File: config.mk
export PLATFORM = sky130hd
export DESIGN_NAME = sorted_priority_queue
export DESIGN_NICKNAME = d
export VERILOG_FILES = /design/src/rtl/spq_pkg.sv /design/src/rtl/spq_cell.sv /design/src/rtl/sorted_priority_queue.sv
export SDC_FILE = /design/constraint.sdc
export NUM_CORES = 2
export LEC_CHECK = 0
export ABC_AREA = 1
export BUFFER_PORTS_ARGS = -buffer_cell sky130_fd_sc_hd__buf_4
export CAP_MARGIN = 30
export CORE_MARGIN = 1.5
export CORE_UTILIZATION = 41
export CTS_CLUSTER_SIZE = 28
export DETAILED_ROUTE_END_ITERATION = 12
export REMOVE_ABC_BUFFERS = 1
export SLEW_MARGIN = 0
export SYNTH_ARGS = -nofsm -noshare
export SYNTH_HDL_FRONTEND = slang
export SYNTH_SLANG_ARGS = --single-unit
File: constraint.sdc
create_clock -name clock -period 10.5 [get_ports clock]
set_clock_uncertainty 0.05 [all_clocks]
set_input_delay 3.15 -clock clock [delete_from_list [all_inputs] [get_ports clock]]
set_output_delay 3.15 -clock clock [all_outputs]
set_load 0.01 [all_outputs]
File: src/rtl/spq_pkg.sv
package spq_pkg;

   localparam int DEPTH      = 16;
   localparam int DATA_WIDTH = 32;
   localparam int PRIO_WIDTH = 16;
   localparam int CNT_WIDTH  = $clog2(DEPTH + 1);

   // port field widths
   localparam int REQ_DATA_W  = 32;
   localparam int REQ_PRIO_W  = 16;
   localparam int RSP_DATA_W  = 32;
   localparam int RSP_COUNT_W = 5;
   localparam int STATUS_W    = 2;

   // request kinds
   localparam logic REQ_INSERT = 1'b0;
   localparam logic REQ_REMOVE = 1'b1;

   // status codes
   localparam logic [STATUS_W-1:0] ST_OK    = 2'd0;
   localparam logic [STATUS_W-1:0] ST_EMPTY = 2'd1;
   localparam logic [STATUS_W-1:0] ST_FULL  = 2'd2;
   localparam logic [STATUS_W-1:0] ST_BAD   = 2'd3;

   // command broadcast to every cell
   typedef struct packed {
      logic                  ins;
      logic                  rem;
      logic [DATA_WIDTH-1:0] data;
      logic [PRIO_WIDTH-1:0] prio;
   } ctrl_type;

endpackage

File: src/rtl/spq_cell.sv
module spq_cell (
   input  logic                           clock,
   input  spq_pkg::ctrl_type              ctrl,
   input  logic                           occupied,
   input  logic                           at_tail,
   input  logic                           prev_gt,
   input  logic [spq_pkg::DATA_WIDTH-1:0] prev_data,
   input  logic [spq_pkg::PRIO_WIDTH-1:0] prev_prio,
   input  logic [spq_pkg::DATA_WIDTH-1:0] next_data,
   input  logic [spq_pkg::PRIO_WIDTH-1:0] next_prio,
   output logic                           cell_gt,
   output logic [spq_pkg::DATA_WIDTH-1:0] cell_data,
   output logic [spq_pkg::PRIO_WIDTH-1:0] cell_prio
);

   logic [spq_pkg::DATA_WIDTH-1:0] data_ff, data_in;
   logic [spq_pkg::PRIO_WIDTH-1:0] prio_ff, prio_in;

   // held entry ranks below the incoming one: it moves one slot back
   assign cell_gt   = occupied && (prio_ff < ctrl.prio);
   assign cell_data = data_ff;
   assign cell_prio = prio_ff;

   always_comb begin
      data_in = data_ff;
      prio_in = prio_ff;
      priority if (ctrl.ins) begin
         if (prev_gt) begin
            data_in = prev_data;
            prio_in = prev_prio;
         end else if (cell_gt || at_tail) begin
            data_in = ctrl.data;
            prio_in = ctrl.prio;
         end
      end else if (ctrl.rem) begin
         data_in = next_data;
         prio_in = next_prio;
      end
   end

   always_ff @(posedge clock) begin
      data_ff <= data_in;
      prio_ff <= prio_in;
   end

endmodule

File: src/rtl/sorted_priority_queue.sv
// Sorted priority queue: holds up to spq_pkg::DEPTH entries in descending
// priority order, equal priorities in arrival order.
// Request channel (req_*): req_tuser selects insert (0) or remove (1);
// req_tdata carries the entry data and priority (ignored on remove).
// Response channel (rsp_*): exactly one word per request, carrying the
// popped data (zero unless a remove succeeded), the entry count after the
// request, and a status in rsp_tuser: ok, remove on empty, insert on full.
// A full insert is dropped; an empty remove changes nothing.
// Response: registered, valid the cycle after the request is accepted.
// Throughput: one request per cycle while the receiver takes each response
// word (see Stall). Every slot is a cell that compares its priority with the
// new one and shifts toward its neighbor in the same cycle, whatever the fill level.
// Stall: the response sits in an output register; while it waits, a new
// request is taken only in the cycle the receiver takes the old word
// (req_tready = !rsp_tvalid || rsp_tready).
// Reset (synchronous, active high) empties the queue and drops any pending
// response; slot contents are not cleared, the count alone marks them live.
module sorted_priority_queue (
   input  logic        clock,
   input  logic        reset,
   input  logic        req_tvalid,
   output logic        req_tready,
   input  logic [47:0] req_tdata,  // [31:0] entry_data, [47:32] entry_priority
   input  logic        req_tuser,  // [0] req_type
   output logic        rsp_tvalid,
   input  logic        rsp_tready,
   output logic [39:0] rsp_tdata,  // [31:0] front_data, [36:32] count_after, [39:37] zero
   output logic [1:0]  rsp_tuser   // [1:0] status
);

   localparam int N  = spq_pkg::DEPTH;
   localparam int CW = spq_pkg::CNT_WIDTH;
   localparam int DW = spq_pkg::DATA_WIDTH;
   localparam int PW = spq_pkg::PRIO_WIDTH;

   logic                  req_accept;
   logic                  is_full, q_empty;
   spq_pkg::ctrl_type     ctrl;

   logic [CW-1:0]         count_ff, count_in;
   logic                  rsp_valid_ff, rsp_valid_in;
   logic [spq_pkg::RSP_DATA_W-1:0]  rsp_data_ff, rsp_data_in;
   logic [spq_pkg::RSP_COUNT_W-1:0] rsp_count_ff, rsp_count_in;
   logic [spq_pkg::STATUS_W-1:0]    rsp_status_ff, rsp_status_in;

   // chain wiring
   logic [N-1:0]          occ, tail, gt;
   logic [DW-1:0]         cdata [N];
   logic [PW-1:0]         cprio [N];

   assign req_tready = !rsp_valid_ff || rsp_tready;
   assign req_accept = req_tvalid && req_tready;

   assign is_full = (count_ff == CW'(N));
   assign q_empty = (count_ff == '0);

   always_comb begin
      ctrl.ins  = req_accept && (req_tuser == spq_pkg::REQ_INSERT) && !is_full;
      ctrl.rem  = req_accept && (req_tuser == spq_pkg::REQ_REMOVE) && !q_empty;
      ctrl.data = req_tdata[DW-1:0];
      ctrl.prio = req_tdata[spq_pkg::REQ_DATA_W +: PW];
   end

   always_comb begin
      priority if (ctrl.ins) begin
         count_in = count_ff + CW'(1);
      end else if (ctrl.rem) begin
         count_in = count_ff - CW'(1);
      end else begin
         count_in = count_ff;
      end
   end

   // response built from the state before the update, with the count after it
   always_comb begin
      rsp_valid_in  = rsp_valid_ff && !rsp_tready;
      rsp_data_in   = rsp_data_ff;
      rsp_status_in = rsp_status_ff;
      rsp_count_in  = rsp_count_ff;
      if (req_accept) begin
         rsp_valid_in = 1'b1;
         rsp_data_in  = '0;
         rsp_count_in = spq_pkg::RSP_COUNT_W'(count_in);
         unique case (req_tuser)
            spq_pkg::REQ_INSERT: begin
               rsp_status_in = is_full ? spq_pkg::ST_FULL : spq_pkg::ST_OK;
            end
            spq_pkg::REQ_REMOVE: begin
               rsp_status_in = q_empty ? spq_pkg::ST_EMPTY : spq_pkg::ST_OK;
               if (!q_empty) begin
                  rsp_data_in = spq_pkg::RSP_DATA_W'(cdata[0]);
               end
            end
            default: rsp_status_in = spq_pkg::ST_OK;
         endcase
      end
   end

   always_ff @(posedge clock) begin
      if (reset) begin
         count_ff     <= '0;
         rsp_valid_ff <= 1'b0;
      end else begin
         count_ff     <= count_in;
         rsp_valid_ff <= rsp_valid_in;
      end
   end

   always_ff @(posedge clock) begin
      rsp_data_ff   <= rsp_data_in;
      rsp_status_ff <= rsp_status_in;
      rsp_count_ff  <= rsp_count_in;
   end

   assign rsp_tvalid = rsp_valid_ff;
   assign rsp_tdata  = {3'b000, rsp_count_ff, rsp_data_ff};
   assign rsp_tuser  = rsp_status_ff;

   // slot g is live below the count; the first free slot takes a tail insert
   always_comb begin
      for (int g = 0; g < N; g++) begin
         occ[g]  = CW'(g) < count_ff;
         tail[g] = CW'(g) == count_ff;
      end
   end

   for (genvar g = 0; g < N; g++) begin : g_cell
      logic          p_gt;
      logic [DW-1:0] p_data, n_data;
      logic [PW-1:0] p_prio, n_prio;

      if (g == 0) begin : g_head
         assign p_gt   = 1'b0;
         assign p_data = '0;
         assign p_prio = '0;
      end else begin : g_body
         assign p_gt   = gt[g-1];
         assign p_data = cdata[g-1];
         assign p_prio = cprio[g-1];
      end

      if (g == N - 1) begin : g_last
         // vacated on a remove, contents don't matter
         assign n_data = cdata[g];
         assign n_prio = cprio[g];
      end else begin : g_mid
         assign n_data = cdata[g+1];
         assign n_prio = cprio[g+1];
      end

      spq_cell u_cell (
         .clock     (clock),
         .ctrl      (ctrl),
         .occupied  (occ[g]),
         .at_tail   (tail[g]),
         .prev_gt   (p_gt),
         .prev_data (p_data),
         .prev_prio (p_prio),
         .next_data (n_data),
         .next_prio (n_prio),
         .cell_gt   (gt[g]),
         .cell_data (cdata[g]),
         .cell_prio (cprio[g])
      );
   end

endmodule

Yosys cells after proc, flatten, opt, wreduce, memory -nomap -nowiden --
Index checks and enable logic that the tools add are counted.
Word-level totals: flip-flop bits (word level) 813, bits in latches 0, bits in writable memories 0, bits in read-only memories 0, input bits 53, output and inout bits 44, memories kept 0
Operators by class: $add $sub $neg 2, $mul 0, div/mod/pow operators 0, $lt $le $gt $ge 32, eq/ne operators 31, shift-type cells 0, mux-type cells 128, bitwise gates (word level) 1, reductions and logical operators 63
Operator list (count):
- $mux W32 | 61
- $mux W16 | 61
- $lt A16 B16 Y1 | 16
- $ne A3 B1 Y1 const B | 14
- $eq A4 B5 Y1 const A | 8
- $lt A4 B5 Y1 const A | 8
- $reduce_and A2 Y1 | 16
- $logic_and A1 B1 Y1 | 22
- $eq A3 B5 Y1 const A | 4
- $lt A3 B5 Y1 const A | 4
- $logic_or A1 B1 Y1 | 17
- $eq A2 B5 Y1 const A | 2
- $lt A1 B5 Y1 const A | 2
- $lt A2 B5 Y1 const A | 2
- $mux W5 | 2
- $add A5 B1 Y5 const B | 1
- $eq A1 B5 Y1 const A | 1
- $eq A5 B5 Y1 const B | 1
- $logic_not A5 Y1 | 1
- $sub A5 B1 Y5 const B | 1
- $logic_not A1 Y1 | 4
- $pmux W2 S2 | 1
- $reduce_bool A2 Y1 | 2
- $mux W1 | 2
- other kinds (4) | 4

Logic depth before layout (Yosys ltp) --
word-level depth 7, mapped depth 16, gate-level depth less buffers 13

Cells and area by module --
From an unflattened synthesis, not the netlist that was laid out.
Second synthesis, totals: cell total of the unflattened synthesis 5570, area total of the unflattened synthesis 48021.1 um^2
Modules (own cells, without submodules):
- spq_cell (g_cell[0].u_cell ...) | instances 11, cells an instance 333, area each 2857.7 um^2, sequential area each 1441.4 um^2
- spq_cell (g_cell[5].u_cell ...) | instances 5, cells an instance 331, area each 2854.0 um^2, sequential area each 1441.4 um^2
- sorted_priority_queue | instances 1, cells an instance 252, area each 2316.0 um^2, sequential area each 1291.2 um^2

Least setup slack after synthesis --
OpenSTA, ideal clock, no wires.
path type input to register, from input port req_tvalid, to register g_cell[0].u_cell.data_ff, in the netlist g_cell[0].u_cell.cell_data[0] (enable), library setup time 0.482 ns, arrival 8.613 ns, data required time 9.968 ns, path slack 1.355 ns, stages on the path 7, path buffers 1, cell sequence inv_1 > a21oi_1 > nand3_2 > inv_2 > buf_2 > nor2_2 > a31oi_1
Between the ends: word-level cells in the longest chain between the ends 5, elaborated cells on any way between the ends 8, those cells by class eq/ne: 1; reduce/logical: 7
Ends and longest elaborated chain:
- start, declared | RTL line sorted_priority_queue.sv:21 | input logic req_tvalid,
- $logic_and A1 B1 Y1 * | RTL line sorted_priority_queue.sv:52 | assign req_accept = req_tvalid && req_tready;
- net req_accept | RTL line sorted_priority_queue.sv:36 | logic req_accept;
- $logic_and A1 B1 Y1, on equally long branches (2 in a row) | RTL line sorted_priority_queue.sv:58, sorted_priority_queue.sv:59
- $ne A2 B1 Y1 (no source line) / $reduce_bool A2 Y1 (equally long branches)
- $reduce_and A2 Y1 (no source line) *
- end signal, assigned | RTL line spq_cell.sv:42 | data_ff <= data_in;
- end, declared | RTL line spq_cell.sv:16 | logic [spq_pkg::DATA_WIDTH-1:0] data_ff, data_in;
Mark *: on every way through the listed nets, which the timed path passes. The rest lies on a longest branch. A chain may end at the register's enable or synchronous reset.

Final worst setup path --
from input port req_tdata[47], to register g_cell[14].u_cell.data_ff, in the netlist g_cell[14].u_cell.cell_data[29] (enable)
Between the ends: word-level cells in the longest chain between the ends 5, elaborated cells on any way between the ends 7, those cells by class order compare: 2; eq/ne: 1; reduce/logical: 4
Ends and longest elaborated chain:
- start, declared | RTL line sorted_priority_queue.sv:23 | input logic [47:0] req_tdata,
- $lt A16 B16 Y1 | RTL line spq_cell.sv:20 | assign cell_gt = occupied && (prio_ff < ctrl.prio);
- $logic_and A1 B1 Y1 | RTL line spq_cell.sv:20
- $logic_or A1 B1 Y1 | RTL line spq_cell.sv:31 | end else if (cell_gt || at_tail) begin
- $ne A3 B1 Y1 (no source line) *
- $reduce_and A2 Y1 (no source line) *
- end signal, assigned | RTL line spq_cell.sv:42
- end, declared | RTL line spq_cell.sv:16
Mark *: on every way between the ends. The rest lies on a longest branch, timed or not.

==> flow_summary.json <==
{
  "status": "finished, final reports clean",
  "yosysTopAreaCell": "edfxtp_1",
  "drc_errors": 0,
  "clkPwrFrac_pct": 31.1,
  "fin_nets": 6656,
  "dp_hpwl_um": 90800,
  "die-area_um2": 125200,
  "ys_seq_area_share_pct": 48.26,
  "p_comb_share_pct": 24.3,
  "tightest_slew_ns": 1.240,
  "avgRoutedWirePerCell_um": 16.57,
  "first_pass_iters": 7,
  "tns_ns": 0,
  "grt_use_met2_pct": 32.55,
  "slowest_delay_ns": 0.56,
  "fmax_mhz": 146.7,
  "hold_viol": 0,
  "p_seq_share_pct": 44.6,
  "synth_area_per_cell_um2": 7.742,
  "ys_ff_latch": 813,
  "critical_path.max_fanout": 49,
  "die-width_um": 353.8,
  "cp_slowest_cell": "buf_4",
  "drt_wl_total_um": 133500,
  "io_buffers": 93,
  "use_met1_pct": 31.24,
  "drtAntennaViolNets": 0,
  "p_leak_nw": 26.35,
  "grt_pass1_wl_um": 218700,
  "worstPathCellList": "buf_4, clkinv_1, buf_4, ha_1, a21oi_1, nand4_1, nor2_4, buf_4, nand2_2, nand2_1, nor2_1, nor2_4, buf_4",
  "p_sw_share_pct": 33.06,
  "viasPerCell": 5.085,
  "holdBufCountCts": 0,
  "register_area_um2": 24350,
  "finalCritPeriodShare_pct": 64.90,
  "vias": 40980,
  "layout-drive-gt1-share_pct": 5.642,
  "ys_types": 35,
  "drtIter0Drc": 4125,
  "grt_max_degree": 241,
  "worstSkewPairLatency_ns": 0.67,
  "required_ns": 10.75,
  "cts_sinks": 813,
  "busiest_layer": "met2",
  "clk_pin_slew_ns": 0.06,
  "fill_cells": 12060,
  "end_kind": "flop",
  "synth_top_area_share_pct": 48.02,
  "overflow": 0,
  "max-clock-path-buffers": 3,
  "post-route-util_pct": 45.29,
  "groute.usage.overall_pct": 21.01,
  "fp.dieH_um": 353.8,
  "synth_area_um2": 50460,
  "final_max_slew_viol_count": 0,
  "setup_viol": 0,
  "post_cts_buffers": 0,
  "num_io_pins": 97,
  "grt_pass1_vias": 39560,
  "instances_no_fill": 8059,
  "antenna_cells": 0,
  "use_met3_pct": 2.155,
  "setup.worst_path.start_class": "input port",
  "critPathKind": "input port to flop",
  "max-cap-violations": 0,
  "cts_root_buf": "clkbuf_16",
  "gp_congestion": 0.8576,
  "power_density_nw_per_um2": 184.9,
  "dp.cells": 7886,
  "numCtsBuffers": 93,
  "p_switching_mw": 3.373,
  "vdd_drop_max_uv": 111.1,
  "period_needed_ns": 6.815,
  "row_count": 128,
  "cts_tree": "built",
  "arrival_ns": 7.06,
  "post_cts_resized": 0,
  "synth_area_leaders": "edfxtp_1 (48%), nand2_1 (18%), nand3_1 (14%)",
  "internal_power_mw": 6.832,
  "antenna_found_initial": 0,
  "hold_class": "flop to flop",
  "rsz0062_at_grt": "false",
  "coreArea_um2": 121900,
  "initial_core_util_pct": 41.41,
  "crit_top_cell": "buf_4",
  "netlist_instances": 6518,
  "multi_input_comb_area_um2": 21360,
  "syn2layout_area_growth_pct": 9.387,
  "yosysWarnings": 0,
  "h-tree-depth": 3,
  "max-slew-margin-rel_pct": 17.35
}
## worst max-delay path, delay by kind of cell
kind / cells / cell delay (ns)
buffers and inverters: 5 / 2.06
adder cells (fa/ha/maj): 1 / 0.36
AND/OR/NAND/NOR: 6 / 1.15
AO/OA/AOI/OAI: 1 / 0.16
## routing by layer
metal | up-vias | share of wire, %
met4 | 0 | 1.8
met2 | 1305 | 44
met1 | 18610 | 49
met5 | - | 0
met3 | 169 | 6.2
li1 | 20890 | -
## registers in the layout, indices dropped and copies added, names as in the netlist
signal and flops:
g_cell.u_cell.cell_prio 256, rsp_tuser 2, rsp_count_ff 5, count_ff 5
rsp_tvalid 1, g_cell.u_cell.cell_data 512, rsp_data_ff 32
## power by group through the flow
stage               logic [mW]  clock network, mW  registers, mW
floorplan                 1.84                  0           4.55
global placement          2.41                  0           4.60
detailed placement        2.47                  0           4.61
CTS                       2.48               3.25           4.55
global route              2.83               3.35           4.61
finish                    2.48               3.17           4.55
## synthesized netlist by cell type
master    instances
nor3_2            2
o21a_1           16
inv_2             7
and2_1            1
nand4_1          12
o21bai_1          2
ha_1            245
o21ai_0         117
a21oi_1          90
clkbuf_1        209
nand3b_1          1
nor2_1          118
nor2_2            7
a31oi_1          12
nand2_1        2406
nor4_1            1
nor3_1            7
buf_2           183
edfxtp_1        807
dfxtp_1           6
xor2_1            3
a21o_1            2
nand3_2           1
buf_6             2
nor3b_2           1
buf_1            29
nor3b_1           1
inv_1           791
o211ai_1          2
clkinv_1         16
a22oi_1           2
o21ai_1           3
nand3_1        1398
buf_4            17
conb_1            1
## area by class of cell
type | instances | share of cell area [%]
Clock inverter | 58 | 0.8568
Multi-Input combinational cell | 4453 | 38.69
Tap cell | 1625 | 3.683
Timing Repair Buffer | 183 | 2.711
Sequential cell | 813 | 44.12
Clock buffer | 113 | 4.390
Inverter | 814 | 5.549
## final timing paths
check                                                               start                                        end  slack (ns)  cells after the start
worst max-delay path                                        req_tdata[47]  g_cell[14].u_cell.cell_data[29]$_DFFE_PP_        3.69                     13
worst min register to register  g_cell[15].u_cell.cell_data[17]$_DFFE_PP_  g_cell[14].u_cell.cell_data[17]$_DFFE_PP_        0.47                      2
worst max register to register                     count_ff[0]$_SDFF_PP0_   g_cell[9].u_cell.cell_data[14]$_DFFE_PP_        6.10                      9
worst min-delay path            g_cell[15].u_cell.cell_data[17]$_DFFE_PP_  g_cell[14].u_cell.cell_data[17]$_DFFE_PP_        0.47                      2
## kinds of logic (layout without fill, tap and decap cells)
| logic type | after synthesis | count (layout) | share of synthesized area [%] |
|---|---|---|---|
| other cells | 1 | 3 | 0.007431 |
| flops | 813 | 813 | 48.26 |
| buf+inv | 1254 | 1168 | 9.937 |
| compound gates | 246 | 246 | 2.588 |
| fa+ha+maj | 245 | 245 | 6.074 |
| xor+xnor | 3 | 3 | 0.05208 |
| simple gates | 3956 | 3956 | 33.08 |
## metrics by stage
stage / power, mW / area, um2 / setup slack, ns / hold slack (ns)
final: 10.21 / 55200 / 3.685 / 0.4664
after global routing: 10.79 / 55200 / 3.466 / 0.4885
after CTS: 10.27 / 55150 / 3.721 / 0.4673
after detailed placement: 7.081 / 52260 / 3.040 / 0.4528
after global placement: 7.004 / 52200 / 2.753 / 0.4480
after floorplan: 6.385 / 48510 / -17.31 / 0.4447
## layout by cell type (no fill, tap or decap), types with 3 or more instances in the layout
master     instances
a21oi_1           89
a31oi_1           11
buf_12             5
buf_16             3
buf_4            175
bufinv_16          6
clkbuf_1          19
clkbuf_16         94
clkinv_1          43
clkinv_2          18
conb_1             3
dfxtp_1            6
edfxtp_1         807
ha_1             245
inv_1            788
inv_16             3
inv_2              9
nand2_1         2396
nand2_2           10
nand3_1         1398
nand4_1           12
nor2_1            96
nor2_4            27
nor3_1             7
o21a_1            16
o21ai_0          117
o21ai_1            3
xor2_1             3
No activity file was read; power rests on OpenSTA's default activity.
